`src/hdl/spe_pkg.sv`:
```
// ----------------------------------------------------------------------------
// Sparse polynomial evaluator package
// Shared constants, microcode types, step addresses and fixed-point helpers.
// ----------------------------------------------------------------------------
package spe_pkg;

    localparam int TERM_COUNT = 4;
    localparam int FRAC_BITS  = 16;
    localparam int DATA_W     = 32;
    localparam int EXPO_W     = 5;
    localparam int REG_TERMS  = 4;
    localparam int TERM_IDX_W = 2;
    localparam int BIT_IDX_W  = 3;
    localparam int PROD_W     = 2 * DATA_W;
    localparam int SUM_W      = DATA_W + TERM_IDX_W;
    localparam int CFG_IDX_W  = 4;
    localparam int STEP_W     = 4;

    typedef logic signed [DATA_W-1:0] q_t;
    typedef logic signed [PROD_W-1:0] prod_t;
    typedef logic signed [SUM_W-1:0]  sum_t;
    typedef logic [EXPO_W-1:0]        expo_t;
    typedef logic [TERM_IDX_W-1:0]    term_idx_t;
    typedef logic [BIT_IDX_W-1:0]     bit_idx_t;
    typedef logic [CFG_IDX_W-1:0]     cfg_idx_t;
    typedef logic [STEP_W-1:0]        step_t;

    localparam q_t Q_MAX = {1'b0, {(DATA_W-1){1'b1}}};
    localparam q_t Q_MIN = {1'b1, {(DATA_W-1){1'b0}}};
    localparam q_t Q_ONE = q_t'(64'd1 << FRAC_BITS);
    localparam bit_idx_t EXPO_TOP = bit_idx_t'(EXPO_W - 1);
    localparam term_idx_t TERM_LAST = term_idx_t'(TERM_COUNT - 1);

    localparam cfg_idx_t REG_COEF_A = cfg_idx_t'(0);
    localparam cfg_idx_t REG_EXPO_A = cfg_idx_t'(1);
    localparam cfg_idx_t REG_COEF_B = cfg_idx_t'(2);
    localparam cfg_idx_t REG_EXPO_B = cfg_idx_t'(3);
    localparam cfg_idx_t REG_COEF_C = cfg_idx_t'(4);
    localparam cfg_idx_t REG_EXPO_C = cfg_idx_t'(5);
    localparam cfg_idx_t REG_COEF_D = cfg_idx_t'(6);
    localparam cfg_idx_t REG_EXPO_D = cfg_idx_t'(7);

    localparam step_t S_IDLE   = step_t'(0);
    localparam step_t S_TERM   = step_t'(1);
    localparam step_t S_SQ     = step_t'(2);
    localparam step_t S_SQW    = step_t'(3);
    localparam step_t S_MX     = step_t'(4);
    localparam step_t S_MXW    = step_t'(5);
    localparam step_t S_BITEND = step_t'(6);
    localparam step_t S_MC     = step_t'(7);
    localparam step_t S_MCW    = step_t'(8);
    localparam step_t S_NEXT   = step_t'(9);
    localparam step_t S_DONE   = step_t'(10);

    typedef enum logic [3:0] {
        OP_NOP,
        OP_LOAD,
        OP_INIT,
        OP_MUL_RR,
        OP_MUL_RX,
        OP_MUL_CR,
        OP_WB_R,
        OP_DEC_BIT,
        OP_ACC,
        OP_INC_TERM,
        OP_DONE
    } op_t;

    typedef enum logic [2:0] {
        C_NEVER,
        C_ALWAYS,
        C_NO_START,
        C_COEF_ZERO,
        C_BIT_CLR,
        C_BIT_MORE,
        C_TERM_MORE
    } cond_t;

    typedef struct packed {
        op_t   op;
        cond_t cond;
        step_t target;
    } uword_t;

    typedef struct packed {
        logic coef_zero;
        logic bit_clr;
        logic bit_more;
        logic term_more;
    } dp_status_t;

    typedef struct packed {
        q_t   value;
        logic ovf;
    } sat_t;

    // Floors a product to the fixed-point grid and clamps it to the data range.
    function automatic sat_t sat_prod(input prod_t p);
        prod_t                   q;
        logic [PROD_W-DATA_W:0]  upper;
        sat_t                    res;
        q     = p >>> FRAC_BITS;
        upper = q[PROD_W-1:DATA_W-1];
        res.ovf   = !((&upper) || (~|upper));
        res.value = res.ovf ? (q[PROD_W-1] ? Q_MIN : Q_MAX) : q[DATA_W-1:0];
        return res;
    endfunction

    function automatic sat_t sat_sum(input sum_t s);
        logic [SUM_W-DATA_W:0] upper;
        sat_t                  res;
        upper = s[SUM_W-1:DATA_W-1];
        res.ovf   = !((&upper) || (~|upper));
        res.value = res.ovf ? (s[SUM_W-1] ? Q_MIN : Q_MAX) : s[DATA_W-1:0];
        return res;
    endfunction

endpackage

```
`src/hdl/spe_urom.sv`:
```
// ----------------------------------------------------------------------------
// Sparse polynomial evaluator microcode ROM
// Read-only control program: one control word per step address.
// ----------------------------------------------------------------------------
module spe_urom (
    input  spe_pkg::step_t  pc,
    output spe_pkg::uword_t uword
);
    import spe_pkg::*;

    always_comb
    begin
        unique case (pc)
            S_IDLE:   uword = '{op: OP_LOAD,     cond: C_NO_START,  target: S_IDLE};
            S_TERM:   uword = '{op: OP_INIT,     cond: C_COEF_ZERO, target: S_NEXT};
            S_SQ:     uword = '{op: OP_MUL_RR,   cond: C_NEVER,     target: S_IDLE};
            S_SQW:    uword = '{op: OP_WB_R,     cond: C_BIT_CLR,   target: S_BITEND};
            S_MX:     uword = '{op: OP_MUL_RX,   cond: C_NEVER,     target: S_IDLE};
            S_MXW:    uword = '{op: OP_WB_R,     cond: C_NEVER,     target: S_IDLE};
            S_BITEND: uword = '{op: OP_DEC_BIT,  cond: C_BIT_MORE,  target: S_SQ};
            S_MC:     uword = '{op: OP_MUL_CR,   cond: C_NEVER,     target: S_IDLE};
            S_MCW:    uword = '{op: OP_ACC,      cond: C_NEVER,     target: S_IDLE};
            S_NEXT:   uword = '{op: OP_INC_TERM, cond: C_TERM_MORE, target: S_TERM};
            S_DONE:   uword = '{op: OP_DONE,     cond: C_ALWAYS,    target: S_IDLE};
            default:  uword = '{op: OP_NOP,      cond: C_ALWAYS,    target: S_IDLE};
        endcase
    end

endmodule

```
`src/hdl/spe_sequencer.sv`:
```
// ----------------------------------------------------------------------------
// Sparse polynomial evaluator sequencer
// Step counter with conditional jumps that walks the microcode program.
// ----------------------------------------------------------------------------
module spe_sequencer (
    input  logic                clk,
    input  logic                rst_n,
    input  logic                start,
    input  spe_pkg::dp_status_t status,
    output spe_pkg::op_t        op,
    output logic                busy
);
    import spe_pkg::*;

    step_t  pc_reg;
    step_t  pc_next;
    uword_t uword;
    logic   take_jump;

    spe_urom u_urom (
        .pc    (pc_reg),
        .uword (uword)
    );

    always_comb
    begin
        unique case (uword.cond)
            C_NEVER:     take_jump = 1'b0;
            C_ALWAYS:    take_jump = 1'b1;
            C_NO_START:  take_jump = !start;
            C_COEF_ZERO: take_jump = status.coef_zero;
            C_BIT_CLR:   take_jump = status.bit_clr;
            C_BIT_MORE:  take_jump = status.bit_more;
            C_TERM_MORE: take_jump = status.term_more;
            default:     take_jump = 1'b1;
        endcase
    end

    always_comb
    begin
        pc_next = take_jump ? uword.target : step_t'(pc_reg + step_t'(1));
    end

    always_ff @(posedge clk or negedge rst_n)
    begin
        if (!rst_n)
        begin
            pc_reg <= S_IDLE;
        end
        else
        begin
            pc_reg <= pc_next;
        end
    end

    assign op   = uword.op;
    assign busy = (pc_reg != S_IDLE);

endmodule

```
`src/hdl/spe_datapath.sv`:
```
// ----------------------------------------------------------------------------
// Sparse polynomial evaluator datapath
// Term registers, one shared multiplier, power and sum registers, result output.
// ----------------------------------------------------------------------------
module spe_datapath (
    input  logic                 clk,
    input  logic                 rst_n,
    input  spe_pkg::op_t         op,
    input  spe_pkg::q_t          x_value,
    input  logic                 cfg_we,
    input  spe_pkg::cfg_idx_t    cfg_index,
    input  logic [31:0]          cfg_data,
    output spe_pkg::dp_status_t  status,
    output logic                 done,
    output spe_pkg::q_t          poly_value,
    output logic                 saturated
);
    import spe_pkg::*;

    q_t        coef_reg [REG_TERMS];
    expo_t     expo_reg [REG_TERMS];
    q_t        x_reg;
    q_t        r_reg;
    prod_t     prod_reg;
    sum_t      sum_reg;
    logic      flag_reg;
    bit_idx_t  bit_reg;
    term_idx_t term_reg;
    q_t        out_value_reg;
    logic      out_sat_reg;
    logic      done_reg;

    q_t        mul_a;
    q_t        mul_b;
    prod_t     prod_next;
    sat_t      prod_sat;
    sat_t      sum_sat;
    q_t        coef_cur;
    expo_t     expo_cur;

    assign coef_cur = coef_reg[term_reg];
    assign expo_cur = expo_reg[term_reg];

    always_ff @(posedge clk or negedge rst_n)
    begin
        if (!rst_n)
        begin
            for (int i = 0; i < REG_TERMS; i++)
            begin
                coef_reg[i] <= '0;
                expo_reg[i] <= '0;
            end
        end
        else if (cfg_we)
        begin
            unique case (cfg_index)
                REG_COEF_A: coef_reg[0] <= cfg_data;
                REG_EXPO_A: expo_reg[0] <= cfg_data[EXPO_W-1:0];
                REG_COEF_B: coef_reg[1] <= cfg_data;
                REG_EXPO_B: expo_reg[1] <= cfg_data[EXPO_W-1:0];
                REG_COEF_C: coef_reg[2] <= cfg_data;
                REG_EXPO_C: expo_reg[2] <= cfg_data[EXPO_W-1:0];
                REG_COEF_D: coef_reg[3] <= cfg_data;
                REG_EXPO_D: expo_reg[3] <= cfg_data[EXPO_W-1:0];
                default:
                begin
                end
            endcase
        end
    end

    always_comb
    begin
        unique case (op)
            OP_MUL_RR:
            begin
                mul_a = r_reg;
                mul_b = r_reg;
            end
            OP_MUL_RX:
            begin
                mul_a = r_reg;
                mul_b = x_reg;
            end
            default:
            begin
                mul_a = coef_cur;
                mul_b = r_reg;
            end
        endcase
        prod_next = prod_t'(mul_a) * prod_t'(mul_b);
        prod_sat  = sat_prod(prod_reg);
        sum_sat   = sat_sum(sum_reg);
    end

    always_ff @(posedge clk)
    begin
        unique case (op)
            OP_LOAD:
            begin
                x_reg    <= x_value;
                sum_reg  <= '0;
                term_reg <= '0;
            end
            OP_INIT:
            begin
                r_reg   <= Q_ONE;
                bit_reg <= EXPO_TOP;
            end
            OP_MUL_RR, OP_MUL_RX, OP_MUL_CR:
            begin
                prod_reg <= prod_next;
            end
            OP_WB_R:
            begin
                r_reg <= prod_sat.value;
            end
            OP_DEC_BIT:
            begin
                bit_reg <= bit_idx_t'(bit_reg - bit_idx_t'(1));
            end
            OP_ACC:
            begin
                sum_reg <= sum_t'(sum_reg + sum_t'(prod_sat.value));
            end
            OP_INC_TERM:
            begin
                term_reg <= term_idx_t'(term_reg + term_idx_t'(1));
            end
            OP_DONE:
            begin
                out_value_reg <= sum_sat.value;
                out_sat_reg   <= flag_reg | sum_sat.ovf;
            end
            default:
            begin
            end
        endcase
    end

    always_ff @(posedge clk or negedge rst_n)
    begin
        if (!rst_n)
        begin
            flag_reg <= 1'b0;
            done_reg <= 1'b0;
        end
        else
        begin
            done_reg <= (op == OP_DONE);
            if (op == OP_LOAD)
            begin
                flag_reg <= 1'b0;
            end
            else if ((op == OP_WB_R) || (op == OP_ACC))
            begin
                flag_reg <= flag_reg | prod_sat.ovf;
            end
        end
    end

    assign status.coef_zero = (coef_cur == '0);
    assign status.bit_clr   = !expo_cur[bit_reg];
    assign status.bit_more  = (bit_reg != '0);
    assign status.term_more = (term_reg != TERM_LAST);

    assign done       = done_reg;
    assign poly_value = out_value_reg;
    assign saturated  = out_sat_reg;

endmodule

```
`src/hdl/sparse_polynomial_evaluator.sv`:
```
// ----------------------------------------------------------------------------
// Sparse polynomial evaluator
// Evaluates the sum of four coefficient times x to the exponent terms in Q16.16.
// ----------------------------------------------------------------------------
// A transaction starts when start is high while busy is low; x_value is taken
// at that edge. The result appears on poly_value and saturated together with a
// done strobe high for exactly one cycle, and the receiver cannot stall it. All
// multiplies share one multiplier, each as a product step then a floor and
// saturate step, under a microcoded program. A term with a zero coefficient is
// skipped; a present term squares its power once for each exponent bit from the
// top, multiplies by x after the square for each set bit, then multiplies by
// its coefficient and adds into the sum. Busy falls in the cycle done is high,
// and the next transaction may start there. Configuration writes are always
// ready and must be made while busy is low.
module sparse_polynomial_evaluator (
    input  logic                clk,
    input  logic                rst_n,
    input  logic                start,
    output logic                busy,
    input  spe_pkg::q_t         x_value,
    output logic                done,
    output spe_pkg::q_t         poly_value,
    output logic                saturated,
    input  logic                cfg_valid,
    output logic                cfg_ready,
    input  spe_pkg::cfg_idx_t   cfg_index,
    input  logic [31:0]         cfg_data
);
    import spe_pkg::*;

    op_t        op;
    dp_status_t status;

    assign cfg_ready = 1'b1;

    spe_sequencer u_sequencer (
        .clk    (clk),
        .rst_n  (rst_n),
        .start  (start),
        .status (status),
        .op     (op),
        .busy   (busy)
    );

    spe_datapath u_datapath (
        .clk        (clk),
        .rst_n      (rst_n),
        .op         (op),
        .x_value    (x_value),
        .cfg_we     (cfg_valid & cfg_ready),
        .cfg_index  (cfg_index),
        .cfg_data   (cfg_data),
        .status     (status),
        .done       (done),
        .poly_value (poly_value),
        .saturated  (saturated)
    );

endmodule

```
`config.mk`:
```
export PLATFORM = sky130hd
export DESIGN_NAME = sparse_polynomial_evaluator
export DESIGN_NICKNAME = d
export VERILOG_FILES = /design/src/hdl/spe_pkg.sv /design/src/hdl/spe_urom.sv /design/src/hdl/spe_sequencer.sv /design/src/hdl/spe_datapath.sv /design/src/hdl/sparse_polynomial_evaluator.sv
export SDC_FILE = /design/constraint.sdc
export NUM_CORES = 2
export LEC_CHECK = 0
export BUFFER_PORTS_ARGS = -buffer_cell sky130_fd_sc_hd__buf_2
export CORE_MARGIN = 10
export CORE_UTILIZATION = 25
export DETAILED_ROUTE_END_ITERATION = 8
export PLACE_DENSITY = 0.41
export RECOVER_POWER = 25
export SLEW_MARGIN = 20
export SYNTH_ARGS = -nofsm -noshare
export SYNTH_HDL_FRONTEND = slang
export SYNTH_SLANG_ARGS = --single-unit
export TNS_END_PERCENT = 1
```
`constraint.sdc`:
```
create_clock -name clk -period 16.84 [get_ports clk]
set_clock_uncertainty 0.1 [all_clocks]
set_input_delay 0 -clock clk [delete_from_list [all_inputs] [get_ports clk]]
set_output_delay 0 -clock clk [all_outputs]
set_load 0.01 [all_outputs]
```
[Word level (Yosys, flattened, before mapping)]
Memory sizes are Yosys's and may differ from the RTL's.
Index checks and enable logic that the tools add are counted.
Word-level totals
  logic and storage cells: 108
  memory bits (writable): 0
  ROM bits: 176
  output and inout bits: 36
  memories: 1
  register bits after elaboration: 354
  bits in latches: 0
  input bits: 72
Cells by class
  divide/modulo/power cells: 0
  shift-type cells: 0
  $add $sub $neg: 4
  bitwise operators: 3
  multipliers: 1
  equal/unequal tests: 23
  magnitude comparators: 2
  muxes and demuxes: 22
  reductions and logical operators: 33
Memory list
  (name not given): depth 16, bits a word 11, read ports 1, clocked after memory_dff 0, wr ports 0, RTL line spe_urom.sv:13  | unique case (pc)
Operators by type and width (number)
  32-bit 2-to-1 mux: 8
  34-bit one-hot mux with 2 select lines: 1
  32-bit binary-select mux with 2-bit select: 1
  32-bit by 32-bit multiplier with 64-bit output: 1
  32-bit one-hot mux with 2 select lines: 1
  34-bit by 32-bit adder with 34-bit output: 1
  4-bit by 3-bit == test with 1-bit output (second input constant): 8
  32-bit zero test: 1
  17-bit AND reduction: 1
  17-bit OR reduction: 1
  4-bit by 2-bit == test with 1-bit output (second input constant): 4
  2-bit AND reduction: 8
  4-bit == test (second input constant): 3
  5-bit binary-select mux with 2-bit select: 1
  5-bit 2-to-1 mux: 2
  2-bit nonzero test: 5
  3-bit == test (second input constant): 3
  4-bit by 1-bit == test with 1-bit output (second input constant): 2
  3-bit by 2-bit == test with 1-bit output (second input constant): 2
  1-bit zero test: 6
  1-bit one-hot mux with 6 select lines: 1
  3-bit one-hot mux with 2 select lines: 1
  3-bit OR reduction: 2
  4-bit by 1-bit adder with 4-bit output (second input constant): 1
  other kinds (18): 23

[Logic depth before layout (Yosys ltp)]
  word-level depth: 9
  mapped depth: 42
  mapped depth without buffers: 38

[Modules after synthesis]
A second synthesis with hierarchy kept.
Unflattened totals
  cells, all modules: 5045
  area total of the unflattened synthesis: 51415.6 µm²
Modules (own cells, without submodules)
  spe_datapath: area an instance 50868.8 µm², cells each 4982, instances 1, sequential area each 9278.9 µm²
  spe_sequencer: area an instance 279.0 µm², cells each 25, instances 1, sequential area each 100.1 µm²
  spe_urom: area an instance 256.5 µm², cells each 36, instances 1, sequential area each 0.0 µm²
  sparse_polynomial_evaluator: area an instance 11.3 µm², cells each 2, instances 1, sequential area each 0.0 µm²

[Worst setup path after synthesis]
No wires, ideal clock.
  kind: flip-flop to flip-flop
  from: reg u_sequencer.pc_reg[2]
  to: reg u_datapath.prod_reg[62] (data pin)
  cell stages (with the launch flop): 38
  data required time: 16.478 ns
  arrival: 9.659 ns
  library setup time: 0.262 ns
  path slack: 6.819 ns
  path through: dfrtp_1 -> clkbuf_1 -> inv_1 -> ha_1 -> inv_1 -> ha_1 -> o311ai_4 -> nor2_1 -> clkbuf_1 -> clkbuf_1 -> mux2_2 -> nand2_1 -> inv_1 -> fa_1 -> inv_1 -> fa_1 -> inv_1 -> fa_1 -> [2 not listed] -> fa_1 -> inv_1 -> fa_1 -> inv_1 -> fa_1 -> inv_1 -> fa_1 -> ha_1 -> clkbuf_1 -> a21o_1 -> a21o_1 -> a21oi_1 -> nor2b_1 -> o21ai_0 -> nand2b_1 -> o41ai_4 -> o21bai_1 -> xor2_1
Between the ends
  cells in the longest elaborated chain, start to end: 5
  elaborated cells between the ends (all ways): 7
  those cells by class: mul (1); eq/ne (2); mux (2); reduce/logical (1); memory (1)
Ends and longest elaborated chain
  from (decl): RTL line spe_sequencer.sv:15  | step_t pc_reg;
  from (signal assigned): RTL line spe_sequencer.sv:52  | pc_reg <= pc_next;
  memory read 16 x 11 bit *
  4-bit by 2-bit == test with 1-bit output or 4-bit by 3-bit == test with 1-bit output (tied branches): RTL line spe_datapath.sv:74  | unique case (op)
  2-bit OR reduction (no line)
  32-bit 2-to-1 mux: RTL line spe_datapath.sv:74
  32-bit by 32-bit multiplier with 64-bit output *: RTL line spe_datapath.sv:91  | prod_next = prod_t'(mul_a) * prod_t'(mul_b);
  named net u_datapath.prod_next[62]: RTL line spe_datapath.sv:35  | prod_t prod_next;
  to (signal assigned): RTL line spe_datapath.sv:112  | prod_reg <= prod_next;
  to (decl): RTL line spe_datapath.sv:24  | prod_t prod_reg;
The timed path passes the listed nets; every way through them passes the cells marked *.
A chain may end at the register's enable or synchronous reset.

[Worst setup path after layout]
  from: reg u_sequencer.pc_reg[1]
  to: reg u_datapath.prod_reg[57] (data pin)
Same word-level chain as after synthesis.

==> impl_metrics.json <==
{
  "status": "complete, but fails checks",
  "violations": "max-capacitance violations, max-slew violations",
  "ios": 108,
  "synthesis.nets": 6388,
  "maxSlewViolCount": 156,
  "synth_compound_area_share_pct": 4.50,
  "crit_path_end_kind": "flop",
  "core_area_mm2": 0.204,
  "netlist_area_mm2": 0.0512,
  "final.fill_count": 21500,
  "async_flop_share_pct": 45.6,
  "placedCellCount": 7671,
  "max_freq_mhz": 84.3,
  "postCtsResizedCells": 0,
  "finalSetupViolCount": 0,
  "clock_sinks": 338,
  "required_ps": 17050,
  "largest_reg_flops": 128,
  "syn_inst": 5009,
  "min_path_type": "input port to flop",
  "fin_crit_sh_pct": 70.5,
  "arrival_ps": 12070,
  "synth_top_cells_by_area": "fa_1, edfxtp_1, dfrtp_1",
  "r2r_slack_ps": 4970,
  "synth_top_family_by_area": "adder cells",
  "timing.final.crit_period_ps": 11870,
  "synth.distinct_cells": 80,
  "grt_pass1_wl_mm": 277,
  "synthXorXnorAreaFrac_pct": 1.50,
  "r2r_end": "u_datapath.prod_reg[57]",
  "synth_top_area_share_pct": 42.3,
  "clock_latency_ps": 610,
  "dieArea_mm2": 0.223,
  "first_pass_iters": 7,
  "syn2layout_area_growth_pct": 11.7,
  "synth_simple_gate_area_share_pct": 11.4,
  "die_y_um": 473,
  "rsz0062_at_grt": "no",
  "worst_pin_slew_ps": 4380,
  "min_path_cells": 2,
  "setup.worst_path.end": "u_datapath.prod_reg[57]",
  "final_layout_size_suffix_gt1_share_pct": 9.99,
  "maxCapViolations": 2,
  "cts_made_buffers": 40,
  "initial_utilization_pct": 25.1,
  "cts_root_buf": "clkbuf_16",
  "clk_pin_slew_ps": 70,
  "synth_top_cell_by_area": "fa_1",
  "postRouteAntennaNets": 0,
  "finalWeightedCongestion": 0.902,
  "ff2ff_path_depth": 33,
  "fin_nets": 6478,
  "vias": 35900,
  "cts_max_path_buffers": 3,
  "layout_commonest_cell": "fa_1",
  "ys_ff_latch": 338,
  "synth.avg_cell_area_um2": 10.2,
  "die_width_um": 473,
  "cts_tree": "built",
  "globalRouteOverflowTotal": 0,
  "grt_usage_pct": 16.7,
  "post_drt_via_cell_ratio": 4.59,
  "htree_levels": 2,
  "timing.rr.start": "u_sequencer.pc_reg[1]",
  "hold_viol": 0,
  "cpMaxStageDelayCell": "buf_4",
  "first_global_vias": 39500,
  "wl_per_cell_um": 23.8,
  "finalNonFillerCells": 7818,
  "yosys_warnings": 0,
  "synth_edf_count": 184,
  "ys.flop_type": "edfxtp_1",
  "muxShareOfSynthArea_pct": 7.48,
  "ys_seq_area_share_pct": 18.3,
  "final_cell_mix": "fa_1, inv_1, nor2_1",
  "dp_hpwl_mm": 145,
  "fin_setup_tns_ps": 0,
  "design_area_mm2": 0.0572,
  "drt_wl_total_mm": 186,
  "antenna_found_initial": 7,
  "drt_iter0_drc": 2465,
  "portBuffers": 106,
  "placed_cell_area_mm2": 0.0552,
  "critPathLaunchType": "flop",
  "relSlewSlack_pct": -192,
  "startpoint": "u_sequencer.pc_reg[1]",
  "yosys.area_share.adder_pct": 47.8,
  "drc_errors": 0,
  "critPathMaxStageDelay_ps": 710,
  "row_count": 166,
  "grt_max_degree": 81,
  "path_common_cell": "fa_1",
  "cp_max_fo": 38,
  "worstSetupPathType": "flop to flop"
}
## per-layer routing
| layer | vias to the layer above | wire length [µm] | GRT usage, % |
|---|---|---|---|
| li1 | 15500 | - | - |
| met1 | 19100 | 84300 | 23.4 |
| met2 | 1055 | 84900 | 26.8 |
| met3 | 191 | 11100 | 2.66 |
| met4 | 4 | 5540 | 4.60 |
| met5 | - | 23 | 0 |
## critical path: cells and delay by family (launching register included)
family / cells / cell delay [ps]
adders and majority gates: 10 / 4920
AOI/OAI and AO/OA: 8 / 2220
buffers and inverters: 8 / 1910
and+or+nand+nor: 5 / 1050
muxes: 1 / 680
DFF: 1 / 490
xor gates and xnor gates: 1 / 100
## layout make-up
class / count / area (µm²) / share of cell area [%]
diodes: 3 / 7.51 / 0.0131
multi-input cells: 3457 / 37500 / 65.6
clock inverters: 15 / 181 / 0.317
flip-flops and latches: 338 / 9380 / 16.4
repair buffers: 262 / 1810 / 3.16
clock buffers: 55 / 1200 / 2.10
well taps: 2688 / 3360 / 5.88
inverters: 1000 / 3750 / 6.56
## logic make-up (layout without fill, tap and decap cells)
group	count (synthesis)	in the layout
compound gates	330	330
xor+xnor	88	88
fa+ha+maj	1307	1307
buf+inv	1214	1332
flops	338	338
mux	310	310
other cells	1	4
simple gates	1421	1421
## cells in the mapped netlist, types with 16 or more instances
cell and n:
mux2i_1 62, nor3_1 17, o21a_1 16, a21oi_1 86, buf_1 20, mux4_2 37
a21o_1 92, dfrtp_1 154, ha_1 225, fa_1 1082, xnor2_1 57, edfxtp_1 184
nand2_1 561, o21ai_0 45, clkbuf_1 178, nand4_1 27, nor2b_1 50, inv_1 999
xor2_1 31, and2_1 21, nor2_1 652, mux2_2 210
## worst min-delay path by stage
stage	startpoint	slack (ps)	end
global placement	rst_n	2	u_datapath.coef_reg[95]
detailed placement	rst_n	10	u_datapath.coef_reg[9]
CTS	x_value[18]	5	u_datapath.x_reg[18]
floorplan	rst_n	-400	u_datapath.coef_reg[0]
finish	x_value[27]	50	u_datapath.x_reg[27]
global route	x_value[25]	40	u_datapath.x_reg[25]
## metrics by stage
step           util, %  setup slack (ps)  hold slack, ps
4_1_cts           28.1              4980            4.61
6_report          28.0              4970            46.7
5_1_grt           28.0              4450            35.8
3_3_place_gp      27.0              5110            1.54
2_1_floorplan        -              6820            -396
3_5_place_dp      27.0              5050            14.9
## what timing repair did
| item | 4_1_cts | 5_1_grt |
|---|---|---|
| buffers inserted | 0 | 0 |
| endpoints found under the hold margin | 264 | 0 |
| hold buffers | 74 | 0 |
Power is left out: the tool's default activity adds up to more than one toggle a clock period on the data nets, which glitch-free logic cannot reach.
